===== src/design/lif_pkg.sv =====
// Shared types and constants for the leaky integrate-and-fire neuron core.
package lif_pkg;

  localparam int MEMB_W = 32;
  localparam int WEIGHT_W = 16;
  localparam int THR_W = 31;
  localparam int LEAK_W = 16;
  localparam int REFR_W = 4;
  localparam int CFG_IDX_W = 2;
  localparam int CFG_DATA_W = 31;

  // Q1.15 unity.
  localparam logic [LEAK_W-1:0] Q_ONE = 16'h8000;

  localparam logic OP_SYNAPSE = 1'b0;
  localparam logic OP_TICK = 1'b1;

  localparam logic [CFG_IDX_W-1:0] CFG_THRESHOLD = 2'd0;
  localparam logic [CFG_IDX_W-1:0] CFG_LEAK = 2'd1;
  localparam logic [CFG_IDX_W-1:0] CFG_REFRACTORY = 2'd2;

  localparam logic [THR_W-1:0] THRESHOLD_RST = 31'd1000;
  localparam logic [LEAK_W-1:0] LEAK_RST = 16'd29491;
  localparam logic [REFR_W-1:0] REFRACTORY_RST = 4'd3;

  typedef struct packed {
    logic                opcode;
    logic [WEIGHT_W-1:0] weight;
    logic                inhibitory;
  } in_item_t;

  typedef struct packed {
    logic signed [MEMB_W-1:0] membrane;
    logic                     spike;
    logic                     dropped;
  } out_item_t;

  // Commands from the controller to the datapath.
  typedef struct packed {
    logic tick;       // count a tick and run down the refractory counter
    logic start;      // latch a synaptic request and set up the power loop
    logic pow_step;   // one square-and-multiply step
    logic scale;      // membrane magnitude times the leak power
    logic decay;      // write back the signed, truncated product
    logic fin_syn;    // add the weight, fire check, load the result
    logic fin_pass;   // load the unchanged membrane as the result
    logic pass_drop;  // the passed-through result flags a dropped input
  } dp_cmd_t;

  typedef struct packed {
    logic n_zero;     // no exponent bits left
    logic blocked;    // refractory period in progress
  } dp_status_t;

endpackage


===== src/design/lif_ctrl.sv =====
// Controller state machine for the neuron core: sequencing and output handshake.
module lif_ctrl (
  input  logic                clk,
  input  logic                rst_n,
  input  logic                in_valid,
  output logic                in_stall,
  input  logic                in_opcode,
  output logic                out_valid,
  input  logic                out_stall,
  input  lif_pkg::dp_status_t status,
  output lif_pkg::dp_cmd_t    cmd
);

  localparam logic [2:0] S_IDLE  = 3'd0;
  localparam logic [2:0] S_POW   = 3'd1;
  localparam logic [2:0] S_SCALE = 3'd2;
  localparam logic [2:0] S_DECAY = 3'd3;
  localparam logic [2:0] S_FIN   = 3'd4;

  localparam logic [1:0] KIND_SYN  = 2'd0;
  localparam logic [1:0] KIND_TICK = 2'd1;
  localparam logic [1:0] KIND_DROP = 2'd2;

  logic [2:0] state_r, state_nxt;
  logic [1:0] kind_r, kind_nxt;
  logic       out_valid_r, out_valid_nxt;
  logic       out_free;
  logic       load_out;

  assign in_stall = (state_r != S_IDLE);
  assign out_valid = out_valid_r;
  assign out_free = !out_valid_r || !out_stall;

  always_comb begin
    state_nxt = state_r;
    kind_nxt = kind_r;
    cmd = '0;
    load_out = 1'b0;
    case (state_r)
      S_IDLE: begin
        if (in_valid) begin
          if (in_opcode == lif_pkg::OP_TICK) begin
            cmd.tick = 1'b1;
            kind_nxt = KIND_TICK;
            state_nxt = S_FIN;
          end else if (status.blocked) begin
            kind_nxt = KIND_DROP;
            state_nxt = S_FIN;
          end else begin
            cmd.start = 1'b1;
            kind_nxt = KIND_SYN;
            state_nxt = S_POW;
          end
        end
      end
      S_POW: begin
        if (status.n_zero) begin
          state_nxt = S_SCALE;
        end else begin
          cmd.pow_step = 1'b1;
        end
      end
      S_SCALE: begin
        cmd.scale = 1'b1;
        state_nxt = S_DECAY;
      end
      S_DECAY: begin
        cmd.decay = 1'b1;
        state_nxt = S_FIN;
      end
      S_FIN: begin
        if (out_free) begin
          load_out = 1'b1;
          state_nxt = S_IDLE;
          case (kind_r)
            KIND_SYN: cmd.fin_syn = 1'b1;
            KIND_DROP: begin
              cmd.fin_pass = 1'b1;
              cmd.pass_drop = 1'b1;
            end
            default: cmd.fin_pass = 1'b1;
          endcase
        end
      end
      default: state_nxt = S_IDLE;
    endcase
  end

  assign out_valid_nxt = (out_valid_r && out_stall) || load_out;

  always_ff @(posedge clk) begin
    if (!rst_n) begin
      state_r <= S_IDLE;
      kind_r <= KIND_SYN;
      out_valid_r <= 1'b0;
    end else begin
      state_r <= state_nxt;
      kind_r <= kind_nxt;
      out_valid_r <= out_valid_nxt;
    end
  end

endmodule


===== src/design/lif_dp.sv =====
// Datapath for the neuron core: config registers, neuron state, leak power and update.
module lif_dp (
  input  logic                              clk,
  input  logic                              rst_n,
  input  logic                              cfg_we,
  input  logic [lif_pkg::CFG_IDX_W-1:0]     cfg_index,
  input  logic [lif_pkg::CFG_DATA_W-1:0]    cfg_data,
  input  lif_pkg::in_item_t                 in_data,
  input  lif_pkg::dp_cmd_t                  cmd,
  output lif_pkg::dp_status_t               status,
  output lif_pkg::out_item_t                out_data
);

  logic [lif_pkg::THR_W-1:0]    thr_r;
  logic [lif_pkg::LEAK_W-1:0]   leak_r;
  logic [lif_pkg::REFR_W-1:0]   refr_r;

  logic signed [lif_pkg::MEMB_W-1:0] memb_r, memb_nxt;
  logic [31:0]                  tick_r;
  logic [31:0]                  last_r;
  logic [lif_pkg::REFR_W-1:0]   refl_r, refl_nxt;

  logic [lif_pkg::WEIGHT_W-1:0] weight_r;
  logic                         inhib_r;
  logic [31:0]                  n_r;
  logic [lif_pkg::LEAK_W-1:0]   acc_r, base_r;
  logic [47:0]                  prod_r;
  logic                         neg_r;
  lif_pkg::out_item_t           out_r, out_nxt;

  logic [lif_pkg::LEAK_W-1:0]   base_init;
  logic [31:0]                  acc_prod, base_prod;
  logic [31:0]                  mag;
  logic [31:0]                  decayed;
  logic [32:0]                  sum;
  logic [32:0]                  w_ext;
  logic [31:0]                  sat;
  logic                         fire;

  assign status.n_zero = (n_r == 32'd0);
  assign status.blocked = (refl_r != '0);
  assign out_data = out_r;

  // A factor above unity behaves as unity.
  assign base_init = (leak_r > lif_pkg::Q_ONE) ? lif_pkg::Q_ONE : leak_r;

  // Both operands stay at or below unity, so each Q1.15 product fits in 16 bits.
  assign acc_prod = 32'(acc_r) * 32'(base_r);
  assign base_prod = 32'(base_r) * 32'(base_r);

  assign mag = memb_r[31] ? (32'd0 - $unsigned(memb_r)) : $unsigned(memb_r);
  assign decayed = neg_r ? (32'd0 - prod_r[46:15]) : prod_r[46:15];

  assign w_ext = {17'd0, weight_r};
  assign sum = inhib_r ? ({memb_r[31], memb_r} - w_ext) : ({memb_r[31], memb_r} + w_ext);

  always_comb begin
    if (sum[32] != sum[31]) begin
      sat = sum[32] ? 32'h8000_0000 : 32'h7FFF_FFFF;
    end else begin
      sat = sum[31:0];
    end
  end

  assign fire = $signed(sat) > $signed({1'b0, thr_r});

  always_comb begin
    memb_nxt = memb_r;
    refl_nxt = refl_r;
    out_nxt = out_r;
    if (cmd.tick && (refl_r != '0)) begin
      refl_nxt = refl_r - lif_pkg::REFR_W'(1);
    end
    if (cmd.decay) begin
      memb_nxt = decayed;
    end
    if (cmd.fin_syn) begin
      out_nxt.spike = fire;
      out_nxt.dropped = 1'b0;
      if (fire) begin
        memb_nxt = '0;
        out_nxt.membrane = '0;
        refl_nxt = (refr_r == '0) ? lif_pkg::REFR_W'(1) : refr_r;
      end else begin
        memb_nxt = sat;
        out_nxt.membrane = sat;
      end
    end
    if (cmd.fin_pass) begin
      out_nxt.membrane = memb_r;
      out_nxt.spike = 1'b0;
      out_nxt.dropped = cmd.pass_drop;
    end
  end

  always_ff @(posedge clk) begin
    if (!rst_n) begin
      thr_r <= lif_pkg::THRESHOLD_RST;
      leak_r <= lif_pkg::LEAK_RST;
      refr_r <= lif_pkg::REFRACTORY_RST;
      memb_r <= '0;
      tick_r <= '0;
      last_r <= '0;
      refl_r <= '0;
    end else begin
      if (cfg_we) begin
        case (cfg_index)
          lif_pkg::CFG_THRESHOLD: thr_r <= cfg_data;
          lif_pkg::CFG_LEAK: leak_r <= cfg_data[lif_pkg::LEAK_W-1:0];
          lif_pkg::CFG_REFRACTORY: refr_r <= cfg_data[lif_pkg::REFR_W-1:0];
          default: ;
        endcase
      end
      memb_r <= memb_nxt;
      refl_r <= refl_nxt;
      if (cmd.tick) begin
        tick_r <= tick_r + 32'd1;
      end
      if (cmd.fin_syn) begin
        last_r <= tick_r;
      end
    end
  end

  always_ff @(posedge clk) begin
    out_r <= out_nxt;
    if (cmd.start) begin
      weight_r <= in_data.weight;
      inhib_r <= in_data.inhibitory;
      n_r <= tick_r - last_r;
      acc_r <= lif_pkg::Q_ONE;
      base_r <= base_init;
    end
    if (cmd.pow_step) begin
      if (n_r[0]) begin
        acc_r <= acc_prod[30:15];
      end
      base_r <= base_prod[30:15];
      n_r <= {1'b0, n_r[31:1]};
    end
    if (cmd.scale) begin
      prod_r <= 48'(mag) * 48'(acc_r);
      neg_r <= memb_r[31];
    end
  end

endmodule


===== src/design/leaky_integrate_fire_neuron_core.sv =====
// Top level of the leaky integrate-and-fire neuron core.
//
// Input requests (in_valid/in_stall, in_data) carry either a tick, which
// advances the time counter and runs down the refractory period, or a
// synaptic input with a weight and an inhibitory flag. Every request gives
// exactly one result request (out_valid/out_stall, out_data) with the new
// membrane value and the spike and dropped flags.
// Ticks and dropped inputs go straight from acceptance to the final step,
// which loads the result. For a synaptic input the leak power is built
// by one square-and-multiply step per cycle for each of the k bits of
// the tick count since the last synaptic input that was not dropped
// (k from 0 to 32); once the exponent has run out, a multiply, a
// write-back and an add-and-compare step follow; the last one loads
// the result.
// One request is in work at a time; the next is taken once the result sits
// in the output register, and the output register holds it while
// out_stall is high, with work on the next request waiting at its last step.
// Configuration writes (cfg_valid/cfg_ready, cfg_index, cfg_data) are always
// taken and are meant for idle periods. Reset restores the default
// threshold, leak and refractory values and clears the neuron state.
module leaky_integrate_fire_neuron_core (
  input  logic                           clk,
  input  logic                           rst_n,
  input  logic                           in_valid,
  output logic                           in_stall,
  input  lif_pkg::in_item_t              in_data,
  output logic                           out_valid,
  input  logic                           out_stall,
  output lif_pkg::out_item_t             out_data,
  input  logic                           cfg_valid,
  output logic                           cfg_ready,
  input  logic [lif_pkg::CFG_IDX_W-1:0]  cfg_index,
  input  logic [lif_pkg::CFG_DATA_W-1:0] cfg_data
);

  lif_pkg::dp_cmd_t    cmd;
  lif_pkg::dp_status_t status;

  assign cfg_ready = 1'b1;

  lif_ctrl u_ctrl (
    .clk       (clk),
    .rst_n     (rst_n),
    .in_valid  (in_valid),
    .in_stall  (in_stall),
    .in_opcode (in_data.opcode),
    .out_valid (out_valid),
    .out_stall (out_stall),
    .status    (status),
    .cmd       (cmd)
  );

  lif_dp u_dp (
    .clk       (clk),
    .rst_n     (rst_n),
    .cfg_we    (cfg_valid && cfg_ready),
    .cfg_index (cfg_index),
    .cfg_data  (cfg_data),
    .in_data   (in_data),
    .cmd       (cmd),
    .status    (status),
    .out_data  (out_data)
  );

endmodule

===== config.mk =====
export PLATFORM = sky130hd
export DESIGN_NAME = leaky_integrate_fire_neuron_core
export DESIGN_NICKNAME = d
export VERILOG_FILES = /design/src/design/lif_pkg.sv /design/src/design/lif_ctrl.sv /design/src/design/lif_dp.sv /design/src/design/leaky_integrate_fire_neuron_core.sv
export SDC_FILE = /design/constraint.sdc
export NUM_CORES = 2
export LEC_CHECK = 0
export ABC_AREA = 1
export BUFFER_PORTS_ARGS = -buffer_cell sky130_fd_sc_hd__buf_2
export CAP_MARGIN = 15
export CORE_MARGIN = 3
export CORE_UTILIZATION = 45
export DETAILED_ROUTE_END_ITERATION = 12
export SLEW_MARGIN = 20
export SYNTH_ARGS = -nofsm -noshare
export SYNTH_HDL_FRONTEND = slang
export SYNTH_SLANG_ARGS = --single-unit

===== constraint.sdc =====
create_clock -name clk -period 20.4 [get_ports clk]
set_clock_uncertainty 0.05 [all_clocks]
set_input_delay 2.04 -clock clk [delete_from_list [all_inputs] [get_ports clk]]
set_output_delay 2.04 -clock clk [all_outputs]
set_load 0.02 [all_outputs]

==> summary.md <==
| Metric | Value |
|---|---|
| Final WL | `156 mm` |
| CP max-delay cell | `clkinv_1` |
| Worst hold endpoint | `u_dp.last_r[8]$_SDFFE_PN0P_` |
| Vias in the first global route | `44000` |
| R2R Setup Slk | `roughly 12000 ps` |
| Area contributors post-synth | `fa_1, inv_1, nand2_1, ha_1, edfxtp_1` |
| Die Height | `344 um` |
| Insertion delay to the later sink of the worst-skew pair | `580 ps` |
| FF-to-FF path depth | `32` |
| Largest net degree at the start of global routing | `80` |
| Total GRT Usage | `26.9%` |
| Detailed Route Iter0 Violations | `3145` |
| Tcrit/Tclk final | `41.2%` |
| Type of origin of the critical path | `register` |
| Postcts setup bufs | `0` |
| Reg-to-reg endpoint | `u_dp.prod_r[37]$_DFFE_PP_` |
| Initial Util | `45.5%` |
| Post-synth EDFFs | `130` |
| Global-route wire length before repair | `248 mm` |
| Post-CTS Resized | `0` |
| Area of the core | `113000 um2` |
| Root buf cell | `clkbuf_16` |
| Synth unique cells | `59` |
| Unrepaired setup endpoints after global routing | `false` |
| Residual DRC count | `0` |
| Gpl congestion | `0.946` |
| CP endpoint kind | `register` |
| Share of layout cells above drive strength 1 | `4.58%` |
| Max-slew violations | `0` |
| Sequential cell area fraction in the yosys report | `14.4%` |
| Max Clock Freq | `119 MHz` |
| Pre-Repair DR Iteration Count | `6` |
| Mapped Area | `51300 um2` |
| Hold Crit Class | `register to register` |
| Vias/cell | `5.26` |
| GRT overflow | `0` |
| Largest area contributor in the netlist | `fa_1` |
| Layout overhead on the synthesized area | `6.01%` |
| CTS clock-pin slew for the worst setup and hold paths | `60 ps` |
| Total number of vias | `43900` |
| Die X | `~340 um` |
| Footprint of the multi-input gates | `approximately 37000 um2` |
| DP HPWL | `123 mm` |
| Ys async rst share | `0%` |
| Synth top area share | `30.2%` |
| Routed WL per cell | `18.7 um` |
| R2R Path Start | `u_dp.memb_r[0]$_SDFFE_PN0P_` |
| Min cycle time layout | `8410 ps` |
| WP data required | `20680 ps` |
| CP Max Fanout | `19` |
| Max incr delay on CP | `570 ps` |
| Bufs on Longest Clock Path | `3` |
| IO Pins | `93` |
| Syn nets | `8080` |
| Hold Path Depth | `2` |
| Post-Syn Area per Cell | `7.49 um2` |
| Register area | `7420 um2` |
| Yosys warns | `0` |
| Number of port buffers | `91` |
| Final hold violations | `0` |
| # fillers | `around 11000` |
| Critical Path AT | `8690 ps` |
| TritonCTS clock tree | `yes` |
| Outcome | `finished clean` |
| Final setup viols | `0` |
| # rows | `123` |
| Critical path type | `register to register` |
| Worst-Margin Slew | `between 1000 and 1500 ps` |
| Most used cell, CP | `nand2_1` |
| Predominant post-synthesis flop cell | `dfxtp_1` |
| H-tree levels | `2` |
| Synth Register Bits | `about 300` |
| Initial antenna violation count | `4` |
| Setup TNS | `0 ps` |
| Antenna viol nets, final | `0` |
| Rel. slew slack | `about a fifth` |
| Max cap viols | `0` |
| Min-delay src | `u_dp.last_r[8]$_SDFFE_PN0P_` |
| Post-Syn Instances | `6843` |
| CTS Sinks | `305` |
| Total CTS buffers | `37` |
| Die area | `118000 um2` |
| Nets@finish | `8038` |
| # hold bufs at CTS | `0` |
==> per-layer routing <==
layer / part of all wire, % / vias up / global-route usage, %
li1: - / 20800 / -
met1: 44 / 21500 / 37.3
met2: 46 / 1335 / 44.0
met3: 6.4 / 264 / 3.13
met4: 3.3 / 0 / 8.34
met5: 0 / - / 0
==> cell usage after synthesis (7+ instances only) <==
cell / instances
a21oi_2: 12
buf_2: 16
clkinv_1: 8
buf_1: 20
xnor2_1: 48
clkbuf_1: 185
a21oi_4: 17
nand3_1: 240
a21o_1: 23
or2_2: 24
nor2_1: 521
o21bai_1: 25
inv_1: 1600
nand4_1: 54
fa_1: 773
o211ai_1: 12
nor4_1: 33
a21oi_1: 336
nand2_1: 1553
o22ai_1: 7
nor2_2: 9
a31oi_1: 36
nand3b_1: 20
o21ai_0: 318
dfxtp_1: 175
ha_1: 408
nand2_2: 14
edfxtp_1: 130
xor2_1: 66
nor3_1: 74
o21a_1: 20
==> worst max-delay path by stage <==
stage | from | to | slack, ps | cells past startpoint
4_1_cts | u_dp.memb_r[0]$_SDFFE_PN0P_ | u_dp.prod_r[38]$_DFFE_PP_ | 12090 | 33
5_1_grt | u_dp.memb_r[0]$_SDFFE_PN0P_ | u_dp.prod_r[37]$_DFFE_PP_ | 11410 | 32
3_5_place_dp | u_dp.memb_r[0]$_SDFFE_PN0P_ | u_dp.prod_r[38]$_DFFE_PP_ | 12120 | 33
6_report | u_dp.memb_r[0]$_SDFFE_PN0P_ | u_dp.prod_r[37]$_DFFE_PP_ | 11990 | 32
3_3_place_gp | u_dp.memb_r[0]$_SDFFE_PN0P_ | u_dp.prod_r[38]$_DFFE_PP_ | 11890 | 33
2_1_floorplan | u_dp.memb_r[0]$_SDFFE_PN0P_ | u_dp.prod_r[38]$_DFFE_PP_ | 13560 | 32
==> per-stage QoR <==
step | hold WS (ps) | worst slack [ps] | utilization [%] | std cells | instance area [um2]
after floorplan | 385 | 13560 | - | 6843 | 51300
after global placement | 397 | 11890 | 47.1 | 8262 | 53100
after detailed placement | 403 | 12120 | 47.1 | 8262 | 53100
after CTS | 412 | 12090 | 48.2 | 8330 | 54400
after global routing | 433 | 11410 | 48.2 | 8330 | 54400
final | 409 | 11990 | 48.2 | 8333 | 54400
==> logic make-up after synthesis <==
kind of cell / after synthesis / share of synthesized area, %
AOI/OAI and AO/OA: 836 / 9.29
buffers and inverters: 1843 / 13.7
adders and majority gates: 1181 / 40.1
DFF: 305 / 14.4
xor gates and xnor gates: 114 / 1.95
other: 1 / 0.00731
and+or+nand+nor: 2563 / 20.5
==> flip-flops by register name, indices dropped and copies added (netlist names), 31 cells and up <==
name           cells
u_dp.out_data     34
u_dp.last_r       32
u_dp.memb_r       32
u_dp.n_r          32
u_dp.prod_r       32
u_dp.tick_r       32
u_dp.thr_r        31
==> worst max-delay path, delay by kind of cell, from the launching register on <==
kind                       cells  cell delay (ps)
adders and majority gates      8             3460
and+or+nand+nor               10             1670
AOI/OAI and AO/OA              6             1510
buffers and inverters          8             1190
DFF                            1              290
==> cell usage in the layout (no fill, tap or decap), types with 12 or more instances in the layout <==
cell	synthesis	routed
fa_1	773	773
buf_4	3	58
dfxtp_1	175	166
o21bai_1	25	25
a21oi_2	12	12
a21o_1	23	23
inv_1	1600	1597
a21oi_4	17	17
buf_2	16	90
or2_2	24	24
nand4_1	54	54
nor3_1	74	72
nor4_1	33	33
xnor2_1	48	48
nand3b_1	20	20
clkbuf_16	0	39
xor2_1	66	65
o21a_1	20	20
ha_1	408	408
o21ai_0	318	318
o211ai_1	12	12
nand2_1	1553	1551
a21oi_1	336	336
edfxtp_1	130	130
nand2_2	14	15
clkinv_1	8	13
a31oi_1	36	36
nor2_1	521	520
nand3_1	240	240
==> final cells by class <==
class | count | share of cell area (%)
timing repair buffer | 148 | 1.63
clock buffer | 50 | 1.93
sequential | 305 | 13.6
clock inverter | 18 | 0.304
antenna | 3 | 0.0138
inverter | 1614 | 11.1
tap | 1500 | 3.45
multi-input combinational | 4695 | 67.9
Power is left out: the tool's default activity adds up to more than one toggle a clock period on the data nets, which glitch-free logic cannot reach.
